$ cat config.mk
export PLATFORM = sky130hd
export DESIGN_NAME = preemptive_priority_scheduler
export DESIGN_NICKNAME = d
export VERILOG_FILES = /design/src/rtl/core/pps_pkg.sv /design/src/rtl/core/pps_entry_mem.sv /design/src/rtl/core/preemptive_priority_scheduler.sv
export VERILOG_INCLUDE_DIRS = /design/src /design/src/rtl/core
export SDC_FILE = /design/constraint.sdc
export NUM_CORES = 1
export LEC_CHECK = 0
export BUFFER_PORTS_ARGS = -buffer_cell sky130_fd_sc_hd__buf_2
export CAP_MARGIN = 40
export CORE_ASPECT_RATIO = 2
export CORE_UTILIZATION = 52
export CTS_CLUSTER_SIZE = 28
export DETAILED_ROUTE_END_ITERATION = 10
export PLACE_DENSITY = 0.79
export SLEW_MARGIN = 10
export SYNTH_ARGS = -nofsm -noshare
export SYNTH_HDL_FRONTEND = slang
export SYNTH_HIERARCHICAL = 1
export SYNTH_SLANG_ARGS = --single-unit
$ cat constraint.sdc
create_clock -name i_clk -period 7.4 [get_ports i_clk]
set_input_delay 0.74 -clock i_clk [delete_from_list [all_inputs] [get_ports i_clk]]
set_output_delay 0.74 -clock i_clk [all_outputs]
set_load 0.1 [all_outputs]
$ cat src/rtl/core/preemptive_priority_scheduler_defines.svh
// assertion macros for the preemptive priority scheduler
// used by the top level only, no other dependencies
`ifndef PREEMPTIVE_PRIORITY_SCHEDULER_DEFINES_SVH
`define PREEMPTIVE_PRIORITY_SCHEDULER_DEFINES_SVH

// same-cycle implication, checked outside reset
`define PPS_ASSERT_NOW(label, clk, rst_n, ante, cons, msg) \
    label: assert property (@(posedge clk) disable iff (!(rst_n)) (ante) |-> (cons)) \
        else $error(msg);

// next-cycle implication, checked outside reset
`define PPS_ASSERT_NEXT(label, clk, rst_n, ante, cons, msg) \
    label: assert property (@(posedge clk) disable iff (!(rst_n)) (ante) |=> (cons)) \
        else $error(msg);

`endif

$ cat src/rtl/core/pps_pkg.sv
// shared types, constants and helpers for the preemptive priority scheduler
// no dependencies
package pps_pkg;

    localparam int MAX_PROCS = 16;
    localparam int IDX_W     = (MAX_PROCS > 1) ? $clog2(MAX_PROCS) : 1;
    localparam int CNT_W     = $clog2(MAX_PROCS + 1);
    localparam int PNUM_W    = 5;

    localparam logic [1:0] OP_LOAD  = 2'd0;
    localparam logic [1:0] OP_TICK  = 2'd1;
    localparam logic [1:0] OP_CLEAR = 2'd2;

    localparam logic [31:0] TIME_MAX = 32'hFFFF_FFFF;

    typedef struct packed {
        logic [1:0]  operation;
        logic [15:0] arrival;
        logic [15:0] burst;
        logic [7:0]  prio;
    } t_in_item;

    typedef struct packed {
        logic              ran;
        logic [PNUM_W-1:0] proc_number;
        logic [31:0]       tick_time;
        logic              finished;
        logic [31:0]       finish_time;
        logic              all_done;
    } t_out_item;

    typedef struct packed {
        logic [15:0] arrival;
        logic [15:0] remaining;
        logic [7:0]  prio;
    } t_entry;

    typedef struct packed {
        logic             we;
        logic [IDX_W-1:0] addr;
        t_entry           data;
    } t_mem_wr;

    function automatic logic [31:0] sat_inc(input logic [31:0] t);
        sat_inc = (t == TIME_MAX) ? TIME_MAX : t + 32'd1;
    endfunction

endpackage

$ cat src/rtl/core/pps_entry_mem.sv
// entry table: arrival, remaining burst and priority per process
// one write port, one read port with registered read data; uses pps_pkg
module pps_entry_mem (
    input  logic                      i_clk,
    input  pps_pkg::t_mem_wr          i_wr,
    input  logic [pps_pkg::IDX_W-1:0] i_raddr,
    output pps_pkg::t_entry           o_rdata
);
    import pps_pkg::*;

    t_entry r_mem [MAX_PROCS];
    t_entry r_rdata;

    always_ff @(posedge i_clk) begin
        if (i_wr.we) begin
            r_mem[i_wr.addr] <= i_wr.data;
        end
        r_rdata <= r_mem[i_raddr];
    end

    assign o_rdata = r_rdata;

endmodule

$ cat src/rtl/core/preemptive_priority_scheduler.sv
// Preemptive priority scheduler, top level.
// Input channel (i_in_valid / o_in_ready / i_in_data) takes load, tick and clear
// items; output channel (o_out_valid / i_out_ready / o_out_data) gives one result
// per tick item. Load and clear items give no result.
// A load or clear is taken in the idle state and o_in_ready stays high, so they can follow
// back to back. A tick reads the entry table one entry a cycle through the single
// read port of the entry memory and compares each entry when its registered read
// data returns. It then writes back the picked entry and loads the output register,
// and only then is the next item accepted. The scan grows with the entry count.
// The result sits in an output register; a load or clear is still taken while
// it waits. A further tick scans, then holds in its final step, with the input
// channel blocked, until the waiting result is taken.
// Reset (synchronous, active low) empties the table, sets time to zero and
// drops o_out_valid. The table memory itself is not cleared; entries are only
// read below the fill count.
module preemptive_priority_scheduler (
    input  logic               i_clk,
    input  logic               i_rst_n,
    input  logic               i_in_valid,
    output logic               o_in_ready,
    input  pps_pkg::t_in_item  i_in_data,
    output logic               o_out_valid,
    input  logic               i_out_ready,
    output pps_pkg::t_out_item o_out_data
);
    import pps_pkg::*;
    `include "preemptive_priority_scheduler_defines.svh"

    localparam logic [1:0] ST_IDLE = 2'd0;
    localparam logic [1:0] ST_SCAN = 2'd1;
    localparam logic [1:0] ST_DONE = 2'd2;

    logic [1:0]       r_state, n_state;
    logic [CNT_W-1:0] r_count;
    logic [31:0]      r_now;
    logic [CNT_W-1:0] r_idx;
    logic             r_pend;
    logic [IDX_W-1:0] r_pend_idx;
    logic             r_found;
    logic [IDX_W-1:0] r_pick;
    t_entry           r_best;
    logic [CNT_W-1:0] r_nz;
    logic             r_out_valid;
    t_out_item        r_out;

    logic             in_fire;
    logic             issue;
    logic             eligible;
    logic             better;
    logic             out_free;
    logic [15:0]      new_rem;
    logic             fin;
    logic [CNT_W-1:0] nz_after;
    logic [CNT_W-1:0] pnum_full;
    t_mem_wr          mem_wr;
    t_entry           rd_data;

    assign o_in_ready = (r_state == ST_IDLE);
    assign in_fire    = i_in_valid && o_in_ready;
    assign out_free   = !r_out_valid || i_out_ready;

    // scan: one read issued per cycle, compared the cycle after
    assign issue    = (r_state == ST_SCAN) && (r_idx < r_count);
    assign eligible = r_pend && (32'(rd_data.arrival) <= r_now) && (rd_data.remaining != 16'd0);
    assign better   = eligible && (!r_found || (rd_data.prio < r_best.prio));

    assign new_rem   = r_best.remaining - 16'd1;
    assign fin       = r_found && (new_rem == 16'd0);
    assign nz_after  = r_nz - (fin ? CNT_W'(1) : CNT_W'(0));
    assign pnum_full = CNT_W'(r_pick) + CNT_W'(1);

    always_comb begin
        mem_wr = '0;
        if (r_state == ST_DONE) begin
            mem_wr.we             = out_free && r_found;
            mem_wr.addr           = r_pick;
            mem_wr.data           = r_best;
            mem_wr.data.remaining = new_rem;
        end else begin
            mem_wr.we        = in_fire && (i_in_data.operation == OP_LOAD)
                               && (r_count < CNT_W'(MAX_PROCS));
            mem_wr.addr      = r_count[IDX_W-1:0];
            mem_wr.data      = '{arrival: i_in_data.arrival, remaining: i_in_data.burst,
                                 prio: i_in_data.prio};
        end
    end

    pps_entry_mem u_mem (
        .i_clk   (i_clk),
        .i_wr    (mem_wr),
        .i_raddr (r_idx[IDX_W-1:0]),
        .o_rdata (rd_data)
    );

    always_comb begin
        n_state = r_state;
        case (r_state)
            ST_IDLE: begin
                if (in_fire && (i_in_data.operation == OP_TICK)) begin
                    n_state = ST_SCAN;
                end
            end
            ST_SCAN: begin
                if (!issue && !r_pend) begin
                    n_state = ST_DONE;
                end
            end
            ST_DONE: begin
                if (out_free) begin
                    n_state = ST_IDLE;
                end
            end
            default: n_state = ST_IDLE;
        endcase
    end

    always_ff @(posedge i_clk) begin
        if (!i_rst_n) begin
            r_state     <= ST_IDLE;
            r_count     <= '0;
            r_now       <= '0;
            r_out_valid <= 1'b0;
            r_pend      <= 1'b0;
        end else begin
            r_state <= n_state;
            if (o_out_valid && i_out_ready) begin
                r_out_valid <= 1'b0;
            end
            case (r_state)
                ST_IDLE: begin
                    r_pend <= 1'b0;
                    if (in_fire) begin
                        case (i_in_data.operation)
                            OP_LOAD: begin
                                if (r_count < CNT_W'(MAX_PROCS)) begin
                                    r_count <= r_count + CNT_W'(1);
                                end
                            end
                            OP_CLEAR: begin
                                r_count <= '0;
                                r_now   <= '0;
                            end
                            default: ;
                        endcase
                    end
                end
                ST_SCAN: begin
                    r_pend <= issue;
                end
                ST_DONE: begin
                    if (out_free) begin
                        r_out_valid <= 1'b1;
                        r_now       <= sat_inc(r_now);
                    end
                end
                default: ;
            endcase
        end
    end

    // scan bookkeeping and result payload
    always_ff @(posedge i_clk) begin
        case (r_state)
            ST_IDLE: begin
                r_idx   <= '0;
                r_found <= 1'b0;
                r_nz    <= '0;
            end
            ST_SCAN: begin
                r_pend_idx <= r_idx[IDX_W-1:0];
                if (issue) begin
                    r_idx <= r_idx + CNT_W'(1);
                end
                if (better) begin
                    r_found <= 1'b1;
                    r_pick  <= r_pend_idx;
                    r_best  <= rd_data;
                end
                if (r_pend && (rd_data.remaining != 16'd0)) begin
                    r_nz <= r_nz + CNT_W'(1);
                end
            end
            ST_DONE: begin
                if (out_free) begin
                    r_out.ran         <= r_found;
                    r_out.proc_number <= r_found ? PNUM_W'(pnum_full) : '0;
                    r_out.tick_time   <= r_now;
                    r_out.finished    <= fin;
                    r_out.finish_time <= fin ? sat_inc(r_now) : '0;
                    r_out.all_done    <= (nz_after == '0);
                end
            end
            default: ;
        endcase
    end

    assign o_out_valid = r_out_valid;
    assign o_out_data  = r_out;

    `PPS_ASSERT_NOW(a_count_bound, i_clk, i_rst_n, 1'b1,
        r_count <= CNT_W'(MAX_PROCS), "entry count beyond table")
    `PPS_ASSERT_NOW(a_scan_bound, i_clk, i_rst_n, r_state == ST_SCAN,
        r_idx <= r_count, "scan ran past fill count")
    `PPS_ASSERT_NOW(a_ran_pnum, i_clk, i_rst_n, o_out_valid,
        o_out_data.ran == (o_out_data.proc_number != '0), "ran and entry number disagree")
    `PPS_ASSERT_NOW(a_fin_ran, i_clk, i_rst_n, o_out_valid && o_out_data.finished,
        o_out_data.ran, "finish reported on idle tick")
    `PPS_ASSERT_NEXT(a_done_out, i_clk, i_rst_n, (r_state == ST_DONE) && out_free,
        o_out_valid && (r_state == ST_IDLE), "tick result not presented")

endmodule

==> impl_metrics.yaml <==
cells_and_area:
  multiInputGateArea_mm2: 0.00844
  fillCellCount: 4478
  drive_above_1_share_pct: 21.0
  final_common_cell: "edfxtp_1"
  layout.nets: 2107
  antenna_cells: 0
  final_cell_mix: "edfxtp_1 (771), nand2_1 (162), buf_2 (121)"
  seq_area_mm2: 0.0248
  syn2layout_area_growth_pct: 11.9
placed_design:
  port_buffers: 119
  gp_congestion: 0.931
  place_hpwl_um: 47000
  preCtsSetupSlack_ns: 2.77
route:
  viasPerCell: 6.25
  drt.antenna.violating_nets: 0
  vias: 18400
  drt-total-wl_um: 77600
  dr.pass1.iters: 7
  drc: 0
  drt_iter0_drc: 1921
  wire_per_inst_um: 26.4
timing:
  fin_crit_ns: 4.41
  tightest_slew_ns: 1.04
  holdWs_ns: 0.422
  setup_tns_ns: 0
  hold_viol: 0
  rsz0062_at_grt: "false"
  fin_crit_sh_pct: 59.6
  maxSlewViolCount: 0
  slew_headroom_pct: 30.7
  max_freq_ghz: 0.227
  setup_ws_ns: 2.99
  finalSetupViolations: 0
  clock_skew_ns: 0.0233
setup_path:
  path_cells: "nor2b_2 -> nand2_1 -> clkinv_2 -> nand2_1 -> nand2_1 -> nand3b_1 -> nor2_4 -> buf_4"
  path_class: "flop to flop"
  path_buf_inv: 2
  critPathMaxStageDelay_ns: 0.81
  cp-end-kind: "flop"
  cp_data_required_time_ns: 7.64
  worstPathArrival_ns: 4.65
  worst_setup_path_start_kind: "flop"
  cp_max_fo: 50
  cp_slowest_cell: "nor2_4"
  critPathMostFrequentCell: "nand2_1"
  crit_cells: 8
  path_delay_family: "simple AND/OR/NAND/NOR gates"
  r2r_cells: 8
synth:
  synth_area_per_cell_um2: 18.0
  syn_inst: 1874
  synth_compound_area_share_pct: 5.19
  synth-edff-count: 771
  async_flop_share_pct: 0
  synth.distinct_cells: 66
  synth_area_mm2: 0.0338
  synth_top_family_by_area: "multiplexers"
  synth_flop_cell: "edfxtp_1"
  synthXorXnorAreaFrac_pct: 1.04
  ys_ff_latch: 852
  synth-simple-area-share_pct: 5.52
  ys_warn_count: 6
  synthMuxAreaShare_pct: 11.5
  synth_nets: 1955
  synth-adder-area-share_pct: 1.30
  synth-seq-area-share_pct: 73.3
clock_tree:
  cts_setup_buffers: 0
  cts_sinks: 852
  cts_made_buffers: 68
  clock_latency_ns: 0.61
  cts-resized-gates: 0
  clock_path_buffers: 3
  cts_tree: "done"
  cts-root-buf: "clkbuf_16"
  ctsHoldBuffers: 0
  htree_levels: 3
  clkTransAtPathRegs_ns: 0.07
floorplan:
  core_area_mm2: 0.0641
  die_h_um: 363
  io_pins: 120
  row_count: 131
  start_util_pct: 52.7
  dieArea_mm2: 0.0661
  die_w_um: 182
pwr:
  irDropWorstVdd_mv: 0.227
  cellPowerDensity_mw_per_mm2: 244
  p_leak_uw: 0.0120
  power_uw: 9210
min_path:
  worstHoldPathType: "flop to flop"
  hold_path_depth: 0
global_route:
  grt_antenna_before_repair: 0
  grt_util_all_layers_pct: 24.0
  grt_pass1_wl_um: 116000
  grt_max_degree: 165
  overflow: 0
  first_global_vias: 19000
run:
  cap_viol_max_count: 0
outcome:
  status: "finished clean"
## per-layer routing
| metal | vias to the layer above | share of wire, % | global-route usage [%] |
|---|---|---|---|
| met2 | 983 | 54 | 43.7 |
| met5 | - | 0 | 0 |
| met4 | 0 | 6.0 | 14.7 |
| li1 | 7837 | - | - |
| met1 | 9334 | 33 | 26.1 |
| met3 | 237 | 6.3 | 3.41 |
## report_power, final
group | switching, uW | internal (uW) | total [uW]
logic | 148 | 74.0 | 222
registers | 15.2 | 5260 | 5270
clock network | 1650 | 2070 | 3720
## synth_stat cells (13+ instances only)
| cell type | instances | area, um^2 |
|---|---|---|
| edfxtp_1 | 771 | 23200 |
| nand2_1 | 162 | 608 |
| mux4_2 | 100 | 2250 |
| a22oi_1 | 82 | 616 |
| dfxtp_1 | 81 | 1620 |
| nor2_1 | 66 | 248 |
| mux4_1 | 60 | 1580 |
| clkbuf_1 | 54 | 203 |
| o21ai_0 | 47 | 235 |
| a21oi_1 | 46 | 230 |
| ha_1 | 35 | 438 |
| inv_1 | 34 | 128 |
| nor3_1 | 27 | 135 |
| xnor2_1 | 27 | 236 |
| nand3_1 | 24 | 120 |
| a21oi_2 | 20 | 175 |
| buf_2 | 20 | 100 |
| nor4_1 | 20 | 125 |
| o21ai_1 | 19 | 95.1 |
| nand4_1 | 16 | 100 |
| xor2_1 | 13 | 114 |
## final cells by class
class	count	share of cell area, %
timing repair buffer	177	2.90
sequential	852	65.5
inverter	36	0.361
tap	864	2.86
multi-input combinational	891	22.3
clock buffer	96	5.16
clock inverter	28	0.874
## final timing paths
kind              slack (ns)                  to     startpoint
hold reg to reg         0.42           r_pick[2]  r_pend_idx[2]
setup reg to reg        2.99  u_mem/r_mem[9][28]     r_state[1]
hold / removal          0.42           r_pick[2]  r_pend_idx[2]
setup / recovery        2.99  u_mem/r_mem[9][28]     r_state[1]
## logic make-up after synthesis
| logic type | after synthesis |
|---|---|
| AO/OA/AOI/OAI | 266 |
| XOR/XNOR | 40 |
| adder cells (fa/ha/maj) | 35 |
| buffers and inverters | 131 |
| flip-flops | 852 |
| multiplexers | 165 |
| AND/OR/NAND/NOR | 385 |
## metrics by stage
| stage | area (um^2) | instances | utilization (%) |
|---|---|---|---|
| floorplan | 33800 | 1874 | - |
| global placement | 35400 | 2804 | 55.2 |
| detailed placement | 35500 | 2819 | 55.4 |
| CTS | 37800 | 2943 | 59.0 |
| global route | 37800 | 2944 | 59.0 |
| finish | 37800 | 2944 | 59.0 |
## flip-flops by register name, summed over array words and instances, names as in the netlist, 5 cells and up
name / cells
u_mem/r_mem: 640
o_out_data: 72
r_best: 40
u_mem/o_rdata: 40
r_now: 32
r_count: 5
r_idx: 5
r_nz: 5
Power figures use the tool's default switching activity.
